===== config.mk =====
export PLATFORM = sky130hd
export DESIGN_NAME = periodic_timer_table_core
export DESIGN_NICKNAME = d
export VERILOG_FILES = /design/src/design/ptt_pkg.sv /design/src/design/ptt_controller.sv /design/src/design/ptt_datapath.sv /design/src/design/periodic_timer_table_core.sv
export SDC_FILE = /design/constraint.sdc
export NUM_CORES = 2
export LEC_CHECK = 0
export ABC_AREA = 1
export BUFFER_PORTS_ARGS = -buffer_cell sky130_fd_sc_hd__buf_2
export CAP_MARGIN = 0
export CORE_ASPECT_RATIO = 1.5
export CORE_MARGIN = 3
export CORE_UTILIZATION = 49
export DETAILED_ROUTE_END_ITERATION = 7
export SETUP_SLACK_MARGIN = 0.1
export SYNTH_ARGS = -nofsm -noshare
export SYNTH_HDL_FRONTEND = slang
export SYNTH_SLANG_ARGS = --single-unit

===== constraint.sdc =====
create_clock -name i_clk -period 5.5 [get_ports i_clk]
set_input_delay 0 -clock i_clk [delete_from_list [all_inputs] [get_ports i_clk]]
set_output_delay 0 -clock i_clk [all_outputs]
set_load 0.005 [all_outputs]

===== src/design/ptt_pkg.sv =====
// Package for the periodic timer table: command and status codes and the
// control struct that the controller hands to the datapath.
// Depends on nothing; every other file of the block uses it.
package ptt_pkg;

    typedef enum logic [1:0] {
        CMD_REGISTER   = 2'd0,
        CMD_DEREGISTER = 2'd1,
        CMD_SET_IVL    = 2'd2,
        CMD_TICK       = 2'd3
    } t_cmd;

    typedef enum logic [1:0] {
        ST_OK       = 2'd0,
        ST_FULL     = 2'd1,
        ST_NOT_USED = 2'd2
    } t_status;

    localparam int unsigned SLOT_FIELD_W = 4;
    localparam int unsigned MAX_SLOTS    = 16;
    localparam int unsigned PORT_TIME_W  = 32;

    typedef struct packed {
        logic accept;   // a beat is taken this cycle
        logic exec;     // carry out a non-tick command on the latched beat
        logic scan;     // evaluate the slot at the scan index
        logic flush;    // close the tick with the final result
    } t_ctl;

endpackage


===== src/design/ptt_controller.sv =====
// Controller state machine of the periodic timer table.
// Depends on ptt_pkg; drives the ptt_datapath through a ptt_pkg::t_ctl struct.
module ptt_controller #(
    parameter  int NUM_SLOTS = 16,
    localparam int EFF       = (NUM_SLOTS < ptt_pkg::MAX_SLOTS) ? NUM_SLOTS : ptt_pkg::MAX_SLOTS,
    localparam int SW_OUT    = (EFF > 1) ? $clog2(EFF) : 1
) (
    input  logic                i_clk,
    input  logic                i_rst_n,
    input  logic                start,
    input  logic [1:0]          i_command,
    output logic                busy,
    output ptt_pkg::t_ctl       o_ctl,
    output logic [SW_OUT-1:0]   o_idx
);
    typedef enum logic [3:0] {
        S_IDLE  = 4'b0001,
        S_EXEC  = 4'b0010,
        S_SCAN  = 4'b0100,
        S_FLUSH = 4'b1000
    } t_state;

    t_state              r_state, n_state;
    logic [SW_OUT-1:0]   r_idx, n_idx;

    always_comb begin
        n_state = r_state;
        n_idx   = r_idx;
        o_ctl   = '0;
        unique case (r_state)
            S_IDLE: begin
                if (start) begin
                    o_ctl.accept = 1'b1;
                    n_idx        = '0;
                    if (ptt_pkg::t_cmd'(i_command) == ptt_pkg::CMD_TICK) begin
                        n_state = S_SCAN;
                    end else begin
                        n_state = S_EXEC;
                    end
                end
            end
            S_EXEC: begin
                o_ctl.exec = 1'b1;
                n_state    = S_IDLE;
            end
            S_SCAN: begin
                o_ctl.scan = 1'b1;
                if (r_idx == SW_OUT'(EFF - 1)) begin
                    n_state = S_FLUSH;
                end else begin
                    n_idx = r_idx + 1'b1;
                end
            end
            S_FLUSH: begin
                o_ctl.flush = 1'b1;
                n_state     = S_IDLE;
            end
            default: begin
                n_state = S_IDLE;
            end
        endcase
    end

    always_ff @(posedge i_clk) begin
        if (!i_rst_n) begin
            r_state <= S_IDLE;
            r_idx   <= '0;
        end else begin
            r_state <= n_state;
            r_idx   <= n_idx;
        end
    end

    assign busy  = (r_state != S_IDLE);
    assign o_idx = r_idx;

endmodule


===== src/design/ptt_datapath.sv =====
// Datapath of the periodic timer table: slot memories, valid bits, the
// command latch, due-time arithmetic and the result register.
// Depends on ptt_pkg; steered by ptt_controller.
module ptt_datapath #(
    parameter  int NUM_SLOTS  = 16,
    parameter  int TIME_WIDTH = 32,
    localparam int EFF        = (NUM_SLOTS < ptt_pkg::MAX_SLOTS) ? NUM_SLOTS : ptt_pkg::MAX_SLOTS,
    localparam int SW_IN      = (EFF > 1) ? $clog2(EFF) : 1
) (
    input  logic                 i_clk,
    input  logic                 i_rst_n,
    input  ptt_pkg::t_ctl        i_ctl,
    input  logic [SW_IN-1:0]     i_idx,
    input  logic [1:0]           i_command,
    input  logic [3:0]           i_slot,
    input  logic [31:0]          i_interval,
    input  logic                 i_wait_first,
    input  logic [31:0]          i_time_now,
    output logic                 o_strobe,
    output logic [1:0]           o_status,
    output logic [3:0]           o_result_slot,
    output logic                 o_fired,
    output logic                 o_last
);
    localparam int DEPTH = 1 << SW_IN;
    localparam int TW    = TIME_WIDTH;

    // Latched beat.
    ptt_pkg::t_cmd  r_cmd;
    logic [3:0]     r_slot;
    logic [TW-1:0]  r_ivl;
    logic           r_wait;
    logic [TW-1:0]  r_now;

    // Slot store.
    logic [DEPTH-1:0] r_valid, n_valid;
    logic [TW-1:0]    mem_int [DEPTH];
    logic [TW-1:0]    mem_due [DEPTH];
    logic [TW-1:0]    r_rd_int, r_rd_due;
    logic [SW_IN-1:0] rd_addr;

    logic             int_we, due_we;
    logic [SW_IN-1:0] wr_addr;
    logic [TW-1:0]    int_wd, due_wd;

    // Firing held back until it is known whether another one follows.
    logic             r_pend, n_pend;
    logic [SW_IN-1:0] r_pend_slot, n_pend_slot;

    // Result register.
    logic             r_strobe, n_strobe;
    logic [1:0]       r_status, n_status;
    logic [3:0]       r_rslot, n_rslot;
    logic             r_fired, n_fired;
    logic             r_last, n_last;

    logic [SW_IN-1:0] slot_lo;
    logic             slot_ok;
    logic             free_found;
    logic [SW_IN-1:0] free_idx;
    logic             fire;

    assign slot_lo = r_slot[SW_IN-1:0];
    assign slot_ok = ({1'b0, r_slot} < 5'(EFF)) && r_valid[slot_lo];
    assign fire    = r_valid[i_idx] && (r_now >= r_rd_due);

    // Lowest free slot.
    always_comb begin
        free_found = 1'b0;
        free_idx   = '0;
        for (int i = EFF - 1; i >= 0; i--) begin
            if (!r_valid[i]) begin
                free_found = 1'b1;
                free_idx   = SW_IN'(i);
            end
        end
    end

    // Read address: beat slot (slot 0 for a tick), else the slot after the scan index.
    always_comb begin
        if (i_ctl.accept) begin
            if (ptt_pkg::t_cmd'(i_command) == ptt_pkg::CMD_TICK) begin
                rd_addr = '0;
            end else begin
                rd_addr = i_slot[SW_IN-1:0];
            end
        end else if (i_idx == SW_IN'(EFF - 1)) begin
            rd_addr = '0;
        end else begin
            rd_addr = i_idx + 1'b1;
        end
    end

    always_comb begin
        n_valid     = r_valid;
        n_pend      = r_pend;
        n_pend_slot = r_pend_slot;
        n_strobe    = 1'b0;
        n_status    = ptt_pkg::ST_OK;
        n_rslot     = '0;
        n_fired     = 1'b0;
        n_last      = 1'b1;
        int_we      = 1'b0;
        due_we      = 1'b0;
        wr_addr     = slot_lo;
        int_wd      = r_ivl;
        due_wd      = r_rd_due + (r_ivl - r_rd_int);

        if (i_ctl.accept) begin
            n_pend = 1'b0;
        end

        if (i_ctl.exec) begin
            n_strobe = 1'b1;
            unique case (r_cmd)
                ptt_pkg::CMD_REGISTER: begin
                    if (free_found) begin
                        n_valid[free_idx] = 1'b1;
                        int_we            = 1'b1;
                        due_we            = 1'b1;
                        wr_addr           = free_idx;
                        due_wd            = r_now + (r_wait ? r_ivl : '0);
                        n_rslot           = 4'(free_idx);
                    end else begin
                        n_status = ptt_pkg::ST_FULL;
                    end
                end
                ptt_pkg::CMD_DEREGISTER: begin
                    if (slot_ok) begin
                        n_valid[slot_lo] = 1'b0;
                    end else begin
                        n_status = ptt_pkg::ST_NOT_USED;
                    end
                end
                ptt_pkg::CMD_SET_IVL: begin
                    if (slot_ok) begin
                        int_we = 1'b1;
                        due_we = 1'b1;
                    end else begin
                        n_status = ptt_pkg::ST_NOT_USED;
                    end
                end
                ptt_pkg::CMD_TICK: begin
                    // A tick never reaches this step; it goes through the scan.
                    n_strobe = 1'b0;
                end
                default: begin
                    n_strobe = 1'b0;
                end
            endcase
        end

        if (i_ctl.scan && fire) begin
            due_we      = 1'b1;
            wr_addr     = i_idx;
            due_wd      = r_now + r_rd_int;
            n_pend      = 1'b1;
            n_pend_slot = i_idx;
            if (r_pend) begin
                n_strobe = 1'b1;
                n_rslot  = 4'(r_pend_slot);
                n_fired  = 1'b1;
                n_last   = 1'b0;
            end
        end

        if (i_ctl.flush) begin
            n_strobe = 1'b1;
            n_pend   = 1'b0;
            if (r_pend) begin
                n_rslot = 4'(r_pend_slot);
                n_fired = 1'b1;
            end
        end
    end

    always_ff @(posedge i_clk) begin
        if (!i_rst_n) begin
            r_valid  <= '0;
            r_pend   <= 1'b0;
            r_strobe <= 1'b0;
        end else begin
            r_valid  <= n_valid;
            r_pend   <= n_pend;
            r_strobe <= n_strobe;
        end
    end

    always_ff @(posedge i_clk) begin
        if (i_ctl.accept) begin
            r_cmd  <= ptt_pkg::t_cmd'(i_command);
            r_slot <= i_slot;
            r_ivl  <= TW'(i_interval);
            r_wait <= i_wait_first;
            r_now  <= TW'(i_time_now);
        end
        r_pend_slot <= n_pend_slot;
        r_status    <= n_status;
        r_rslot     <= n_rslot;
        r_fired     <= n_fired;
        r_last      <= n_last;
    end

    always_ff @(posedge i_clk) begin
        if (int_we) begin
            mem_int[wr_addr] <= int_wd;
        end
        if (due_we) begin
            mem_due[wr_addr] <= due_wd;
        end
        r_rd_int <= mem_int[rd_addr];
        r_rd_due <= mem_due[rd_addr];
    end

    assign o_strobe      = r_strobe;
    assign o_status      = r_status;
    assign o_result_slot = r_rslot;
    assign o_fired       = r_fired;
    assign o_last        = r_last;

endmodule


===== src/design/periodic_timer_table_core.sv =====
// Top level of the periodic timer table: joins the controller and the datapath.
// Depends on ptt_pkg, ptt_controller and ptt_datapath.
//
// Usage. A command beat is taken at a rising edge where start is high and busy
// is low; it carries the command, slot, interval, wait flag and time. Results
// leave one at a time on the o_ ports, each marked by o_strobe for exactly one
// cycle; the receiver has no way to hold them off, so it must take every one.
// o_last marks the final result of a beat.
// Register, deregister and set interval: busy during the exec state, where the
// single result is registered; it shows as busy falls, and the next beat may be
// offered in the cycle the result shows.
// Tick: the controller scans the min(NUM_SLOTS, 16) slots one slot per cycle
// through the interval and due memories (one read and one write port each),
// then closes the tick in its flush state. A firing is reported once the next
// firing or the end of the scan is known, so results of a tick arrive during
// the scan and the last one just after it.
// A synchronous reset, active low, frees every slot and drops any result in
// flight; interval and due entries are not cleared, as a free slot is never read.
module periodic_timer_table_core #(
    parameter int NUM_SLOTS  = 16,
    parameter int TIME_WIDTH = 32
) (
    input  logic        i_clk,
    input  logic        i_rst_n,
    input  logic        start,
    output logic        busy,
    input  logic [1:0]  i_command,
    input  logic [3:0]  i_slot,
    input  logic [31:0] i_interval,
    input  logic        i_wait_first,
    input  logic [31:0] i_time_now,
    output logic        o_strobe,
    output logic [1:0]  o_status,
    output logic [3:0]  o_result_slot,
    output logic        o_fired,
    output logic        o_last
);
    // The table never holds more than sixteen slots: a result names a slot in four bits.
    localparam int EFF = (NUM_SLOTS < ptt_pkg::MAX_SLOTS) ? NUM_SLOTS : ptt_pkg::MAX_SLOTS;
    localparam int SW  = (EFF > 1) ? $clog2(EFF) : 1;

    ptt_pkg::t_ctl ctl;
    logic [SW-1:0] scan_idx;

    // The controller sequences beats and the tick scan.
    ptt_controller #(
        .NUM_SLOTS (NUM_SLOTS)
    ) u_ctrl (
        .i_clk     (i_clk),
        .i_rst_n   (i_rst_n),
        .start     (start),
        .i_command (i_command),
        .busy      (busy),
        .o_ctl     (ctl),
        .o_idx     (scan_idx)
    );

    // The datapath holds the slots and forms every result.
    ptt_datapath #(
        .NUM_SLOTS  (NUM_SLOTS),
        .TIME_WIDTH (TIME_WIDTH)
    ) u_dp (
        .i_clk         (i_clk),
        .i_rst_n       (i_rst_n),
        .i_ctl         (ctl),
        .i_idx         (scan_idx),
        .i_command     (i_command),
        .i_slot        (i_slot),
        .i_interval    (i_interval),
        .i_wait_first  (i_wait_first),
        .i_time_now    (i_time_now),
        .o_strobe      (o_strobe),
        .o_status      (o_status),
        .o_result_slot (o_result_slot),
        .o_fired       (o_fired),
        .o_last        (o_last)
    );

endmodule


Yosys cells after proc, flatten, opt, wreduce, memory -nomap -nowiden --
Memories as Yosys holds them, arrays and structs flattened. A register that Yosys moved wholly into a read port is not among the register bits. Index checks and enable logic that the tools add are counted.
Storage, ports and cells: memory bits (read-only) 0, logic and storage cells 158, register bits 109, output and inout port bits 10, RAM bits 1024, memories kept 2, bits in latches 0
Memories:
- u_dp.mem_due | depth 16, bits a word 32, rd ports 1, clocked after memory_dff 1, write ports 1, RTL line ptt_datapath.sv:38 | logic [TW-1:0] mem_due [DEPTH];
- u_dp.mem_int | depth 16, bits a word 32, rd ports 1, clocked after memory_dff 1, write ports 1, RTL line ptt_datapath.sv:37 | logic [TW-1:0] mem_int [DEPTH];
Cells by class: add/sub/neg operators 5, equal/unequal tests 15, muxes and demuxes 98, reduce and logical (&&, ||, !) cells 13, magnitude comparators 6, shifts and indexed selects 0, divide/modulo/power cells 0, bitwise operators 4, multiply operators 0
Operators with widths (count):
- $mux W32 | 5
- $mux W4 | 34
- $add A32 B32 Y32 | 3
- $mux W1 | 46
- $ge A32 B32 Y1 | 1
- $mux W16 | 2
- $pmux W16 S2 | 1
- $sub A32 B32 Y32 | 1
- $and A16 B16 Y16 | 1
- $not A16 Y16 | 1
- $or A16 B16 Y16 | 1
- $pmux W4 S2 | 2
- $lt A4 B5 Y1 const B | 3
- $bmux W1 S4 | 2
- $demux W1 S4 | 2
- $eq A4 B4 Y1 const B | 2
- $ge A4 B1 Y1 const B | 2
- $eq A2 B2 Y1 const B | 3
- $ne A2 B1 Y1 const B | 3
- $reduce_bool A2 Y1 | 3
- $add A4 B1 Y4 const B | 1
- $eq A4 B1 Y1 const B | 1
- $eq A4 B2 Y1 const B | 1
- $eq A4 B3 Y1 const B | 1
- 14 further kinds | 19

Longest topological paths before layout --
depth in word-level cells 23, depth in mapped cells 22

Hierarchy --
Synthesis repeated with hierarchy kept, for this count alone.
Second synthesis, totals: cell total of the unflattened synthesis 4607, area, all modules 53075.9 um2
Modules (own cells, without submodules):
- ptt_datapath | cells each 4546, times used 1, area each 52635.5 um2
- ptt_controller | cells each 61, times used 1, area each 440.4 um2

Worst setup path after synthesis --
OpenSTA, ideal clock, no wires.
path kind register to register, from register u_dp.r_now[31], to memory u_dp.mem_due[11][0] (netlist bit), enable pin, buffers on the path 1, required time 5.079 ns, library setup time 0.421 ns, path slack 1.616 ns, clock period less this slack 3.884 ns, arrival 3.462 ns, stages on the path, launching flop included 15, path through edfxtp_1 > ha_1 > nand2_1 > nor3_1 > nand3_1 > nor2_1 > nand4_1 > nand3_1 > nand2_2 > buf_2 > nand2_1 > o21ai_1 > nor2_1 > nand4_1 > nor2_1
On the way: word-level cells in the longest chain between the ends 6
RTL lines:
- start: declaration | RTL line ptt_datapath.sv:33 | logic [TW-1:0] r_now;
- start signal: assignment | RTL line ptt_datapath.sv:195 | r_now <= TW'(i_time_now);
- $ge A32 B32 Y1 (*) | RTL line ptt_datapath.sv:65 | assign fire = r_valid[i_idx] && (r_now >= r_rd_due);
- $logic_and A1 B1 Y1 (*) | RTL line ptt_datapath.sv:65
- $logic_and A1 B1 Y1 (*) | RTL line ptt_datapath.sv:153 | if (i_ctl.scan && fire) begin
- $mux W1 | RTL line ptt_datapath.sv:153
- $mux W1 | RTL line ptt_datapath.sv:208 | if (due_we) begin
- $mux W1 (not written as such) | RTL line ptt_datapath.sv:209 | mem_due[wr_addr] <= due_wd;
- end: declaration | RTL line ptt_datapath.sv:38
Every way passes the cells marked *; elsewhere a longest branch is shown, timed or not.

Worst setup path in the final report --
from register u_dp.r_ivl[12] (netlist: u_dp.int_wd[12]), to memory u_dp.mem_due[13][26] (netlist bit) (data pin)
On the way: word-level cells in the longest chain between the ends 6
RTL lines:
- start: declaration | RTL line ptt_datapath.sv:31 | logic [TW-1:0] r_ivl;
- start signal: assignment | RTL line ptt_datapath.sv:193 | r_ivl <= TW'(i_interval);
- $sub A32 B32 Y32 / $mux W32 (equally long branches) | RTL line ptt_datapath.sv:107, ptt_datapath.sv:122
- $add A32 B32 Y32 (on tied branches) | RTL line ptt_datapath.sv:107, ptt_datapath.sv:122
- $mux W32 | RTL line ptt_datapath.sv:117 | if (free_found) begin
- $mux W32 | RTL line ptt_datapath.sv:115 | unique case (r_cmd)
- $mux W32 (*) | RTL line ptt_datapath.sv:113 | if (i_ctl.exec) begin
- $mux W32 (*) | RTL line ptt_datapath.sv:153
- net u_dp.due_wd[26] | RTL line ptt_datapath.sv:44 | logic [TW-1:0] int_wd, due_wd;
The timed path passes the listed nets; every way through them passes the cells marked *.

==> run_summary.xml <==
<?xml version="1.0" encoding="UTF-8"?>
<metrics>
  <group name="outcome">
    <metric name="status" unit="">complete, no violations</metric>
  </group>
  <group name="final_layout">
    <metric name="multiInputGateArea" unit="µm²">16200</metric>
    <metric name="synthToLayoutAreaGrowth" unit="%">13.8</metric>
    <metric name="n_fill_cell" unit="">9459</metric>
    <metric name="layout-drive-gt1-share" unit="%">8.51</metric>
    <metric name="finalNetCount" unit="">5547</metric>
    <metric name="seq_area" unit="µm²">35000</metric>
  </group>
  <group name="clock_tree">
    <metric name="cts.repair.resized" unit="">0</metric>
    <metric name="tritoncts" unit="">yes</metric>
    <metric name="clk_path_buf_depth" unit="">3</metric>
    <metric name="path_clk_slew" unit="ns">0.06</metric>
    <metric name="clkSinkCount" unit="">1197</metric>
    <metric name="cts_setup_buffers" unit="">0</metric>
    <metric name="cts-root-buf" unit="">clkbuf_16</metric>
    <metric name="hold_buffers" unit="">115</metric>
    <metric name="htreeDepth" unit="">3</metric>
    <metric name="worstSkewPairLatency" unit="ns">0.75</metric>
    <metric name="cts_inserted_buffers" unit="">111</metric>
  </group>
  <group name="sta">
    <metric name="finalWorstSetupSlack" unit="ns">0.992</metric>
    <metric name="timing.max_slew.rel_slack" unit="%">6.94</metric>
    <metric name="hold_viol_final" unit="">0</metric>
    <metric name="grt_setup_unrepaired" unit="">false</metric>
    <metric name="fin_hold_ws" unit="ns">0.0319</metric>
    <metric name="worst-slew-pin-transition" unit="ns">1.39</metric>
    <metric name="skew" unit="ns">0.0304</metric>
    <metric name="period_share" unit="%">82.0</metric>
    <metric name="fmaxAchievable" unit="MHz">222</metric>
    <metric name="drv_slew" unit="">0</metric>
    <metric name="total_negative_setup_slack" unit="ns">0</metric>
    <metric name="finalCriticalPeriod" unit="ns">4.51</metric>
    <metric name="final-setup-viol-count" unit="">0</metric>
  </group>
  <group name="placed_design">
    <metric name="setup_slack_at_placement" unit="ns">1.12</metric>
    <metric name="port_buf_inserts" unit="">83</metric>
    <metric name="dp.final_hpwl" unit="mm">111</metric>
    <metric name="place_congestion" unit="">1.02</metric>
  </group>
  <group name="die">
    <metric name="die-area" unit="µm²">117000</metric>
    <metric name="design.core.area" unit="µm²">111000</metric>
    <metric name="dieHeight" unit="µm">417</metric>
    <metric name="top_level_ports" unit="">84</metric>
    <metric name="std_cell_rows" unit="">150</metric>
    <metric name="starting_density_of_the_core" unit="%">49.4</metric>
    <metric name="dieWidth" unit="µm">280</metric>
  </group>
  <group name="global_route">
    <metric name="grt_usage" unit="%">29.1</metric>
    <metric name="number_of_antenna_violations_at_the_first_check_in_global_routing" unit="">2</metric>
    <metric name="pin_count_of_the_biggest_net_entering_global_routing" unit="">158</metric>
    <metric name="grt_pass1_wl" unit="mm">248</metric>
    <metric name="grt_overflow_total" unit="">0</metric>
    <metric name="grt_pass1_vias" unit="">38100</metric>
  </group>
  <group name="power">
    <metric name="power.static_leakage" unit="nW">24.6</metric>
    <metric name="power_per_cell_area" unit="nW/µm²">541</metric>
    <metric name="total_power" unit="mW">33.9</metric>
    <metric name="irDropWorstVdd" unit="V">0.000357</metric>
  </group>
  <group name="run">
    <metric name="drv_cap" unit="">0</metric>
  </group>
  <group name="worst_setup_path">
    <metric name="r2r.worst_path.cells" unit="">14</metric>
    <metric name="cp_required" unit="ns">5.84</metric>
    <metric name="critPathMaxFanout" unit="">18</metric>
    <metric name="cp-end-kind" unit="">flop</metric>
    <metric name="worst_path_arrival" unit="ns">4.85</metric>
    <metric name="startpoint_kind_of_the_worst_setup_timing_path" unit="">flop</metric>
    <metric name="critical_path_class" unit="">reg2reg</metric>
  </group>
  <group name="logic_synthesis">
    <metric name="synth_top_area_cell" unit="">edfxtp_1</metric>
    <metric name="synth-seq-cells" unit="">1197</metric>
    <metric name="synth-async-reset-ratio" unit="%">0</metric>
    <metric name="synthCells" unit="">5101</metric>
    <metric name="yosys_most_used_dff" unit="">edfxtp_1</metric>
    <metric name="count_of_synthesis_stage_warnings_from_yosys" unit="">0</metric>
    <metric name="net_count_after_synthesis" unit="">5340</metric>
    <metric name="netlist_area_before_placement" unit="µm²">55100</metric>
    <metric name="post_synth_num_cell_types" unit="">55</metric>
    <metric name="post-synth-top-area-fraction" unit="%">59.9</metric>
    <metric name="synth.yosys.seq_area_share" unit="%">63.4</metric>
    <metric name="avg_synthesized_cell_area" unit="µm²">10.8</metric>
    <metric name="synth.top_cells.by_area" unit="">edfxtp_1, inv_1, nand2_1, nand3_1, a21oi_1</metric>
    <metric name="synth-edff-count" unit="">1099</metric>
  </group>
  <group name="min_path">
    <metric name="hold_path_class" unit="">in2reg</metric>
    <metric name="min_delay_path_depth" unit="">2</metric>
  </group>
  <group name="detailed_routing">
    <metric name="detail-route-antenna-nets" unit="">0</metric>
    <metric name="detail_route.drc_violations" unit="">0</metric>
    <metric name="detail_route.iter0.violations" unit="">3554</metric>
    <metric name="vias" unit="">38900</metric>
    <metric name="routedWlPerCell" unit="µm">24.8</metric>
    <metric name="detail_route.wirelength" unit="mm">170</metric>
    <metric name="vias_per_cell" unit="">5.68</metric>
    <metric name="drtPass1Iterations" unit="">6</metric>
  </group>
</metrics>
==> sequential cells by signal, summed over array words and instances (netlist names), 16 cells and up <==
register	flops
u_dp.r_valid	16
u_dp.r_rd_due	32
u_dp.r_now	32
u_dp.int_wd	32
u_dp.r_rd_int	32
u_dp.mem_int	512
u_dp.mem_due	512
==> metal layers <==
layer	track usage [%]	vias to the layer above	share of wire, %
met3	3.10	358	5.1
met5	0	-	0
met2	50.2	1388	49
met1	35.1	19000	39
met4	17.4	0	6.7
li1	-	18200	-
==> cells in the mapped netlist, types with 7 or more instances <==
| library cell | instances |
|---|---|
| buf_1 | 22 |
| nand4_1 | 30 |
| fa_1 | 33 |
| a21oi_1 | 405 |
| o21ai_0 | 338 |
| xor2_1 | 37 |
| nand2_1 | 684 |
| xnor2_1 | 21 |
| buf_2 | 145 |
| a21o_1 | 22 |
| o21ai_1 | 49 |
| or2_2 | 7 |
| o21bai_1 | 14 |
| nand3_1 | 504 |
| inv_1 | 824 |
| nor3_1 | 25 |
| a31oi_1 | 15 |
| o21a_1 | 9 |
| o211ai_1 | 263 |
| clkbuf_1 | 63 |
| nor2_1 | 166 |
| a21boi_0 | 10 |
| dfxtp_1 | 98 |
| o22ai_1 | 8 |
| ha_1 | 132 |
| edfxtp_1 | 1099 |
==> final cells by class <==
class                   instances  share of cell area, %
clock buffers                 145                   4.76
repair buffers                333                   4.71
flip-flops and latches       1197                   55.7
diodes                          2                0.00798
well taps                    1444                   2.88
clock inverters                67                   1.13
multi-input cells            2835                   25.8
inverters                     830                   4.99
==> where the power goes <==
group / switching (mW) / leakage, nW / internal [mW] / total [mW]
Sequential: 0.401 / 10.7 / 13.3 / 13.7
Combinational: 9.06 / 12.0 / 3.33 / 12.4
Clock: 3.47 / 1.82 / 4.37 / 7.84
==> worst max-delay path, stage by stage (launching register included) <==
cell      delay, ns
edfxtp_1       0.81
inv_1          0.15
fa_1           0.56
inv_1          0.04
ha_1           0.18
a21oi_1        0.20
o21ai_0        0.14
a21oi_1        0.22
nand3_1        0.17
a21boi_0       0.32
o21ai_0        0.16
xnor2_1        0.55
nand2_1        0.12
nand3_1        0.10
nand2_1        0.34
==> cell usage in the layout, fill, tap and decap left out, types with 10 or more instances in the layout <==
| cell type | instances |
|---|---|
| a21oi_1 | 405 |
| nor3_1 | 25 |
| edfxtp_1 | 1099 |
| buf_4 | 105 |
| clkbuf_16 | 111 |
| xor2_1 | 37 |
| clkbuf_1 | 26 |
| clkinv_2 | 26 |
| dfxtp_1 | 98 |
| clkinv_1 | 18 |
| xnor2_1 | 21 |
| bufinv_16 | 11 |
| buf_12 | 30 |
| o211ai_1 | 263 |
| inv_1 | 822 |
| nand2_1 | 684 |
| nand4_1 | 30 |
| nor2_1 | 134 |
| buf_2 | 83 |
| o21bai_1 | 14 |
| dlygate4sd3_1 | 115 |
| nand3_1 | 504 |
| o21ai_0 | 331 |
| ha_1 | 132 |
| a31oi_1 | 15 |
| fa_1 | 33 |
| o21ai_1 | 55 |
| a21o_1 | 22 |
| nor2_4 | 35 |
| a21boi_0 | 10 |
==> worst paths after layout <==
| kind | start | to | slack, ns |
|---|---|---|---|
| hold / removal | i_interval[4] | u_dp.int_wd[4]$_DFFE_PP_ | 0.03 |
| setup / recovery | u_dp.int_wd[12]$_DFFE_PP_ | u_dp.mem_due[13][26]$_DFFE_PP_ | 0.99 |
| setup reg to reg | u_dp.int_wd[12]$_DFFE_PP_ | u_dp.mem_due[13][26]$_DFFE_PP_ | 0.99 |
| hold reg to reg | u_dp.r_pend$_SDFFE_PP0P_ | u_dp.r_pend$_SDFFE_PP0P_ | 0.49 |
==> cell families after synthesis <==
group                      after synthesis  synth area share (%)
AOI/OAI and AO/OA                     1164                  12.3
muxes                                    1                0.0204
buffers and inverters                 1069                  7.69
DFF                                   1197                  63.4
xor gates and xnor gates                58                 0.922
adders and majority gates              165                  4.20
and+or+nand+nor                       1447                  11.4
==> stage by stage <==
stage	utilization, %	std cells	cell area, µm²
after global routing	56.3	6851	62700
after CTS	56.3	6851	62700
after global placement	51.9	6524	57900
after floorplan	-	5101	55100
final	56.3	6853	62700
after detailed placement	51.9	6524	57900
Note: power is estimated with default switching activity, not from simulation.
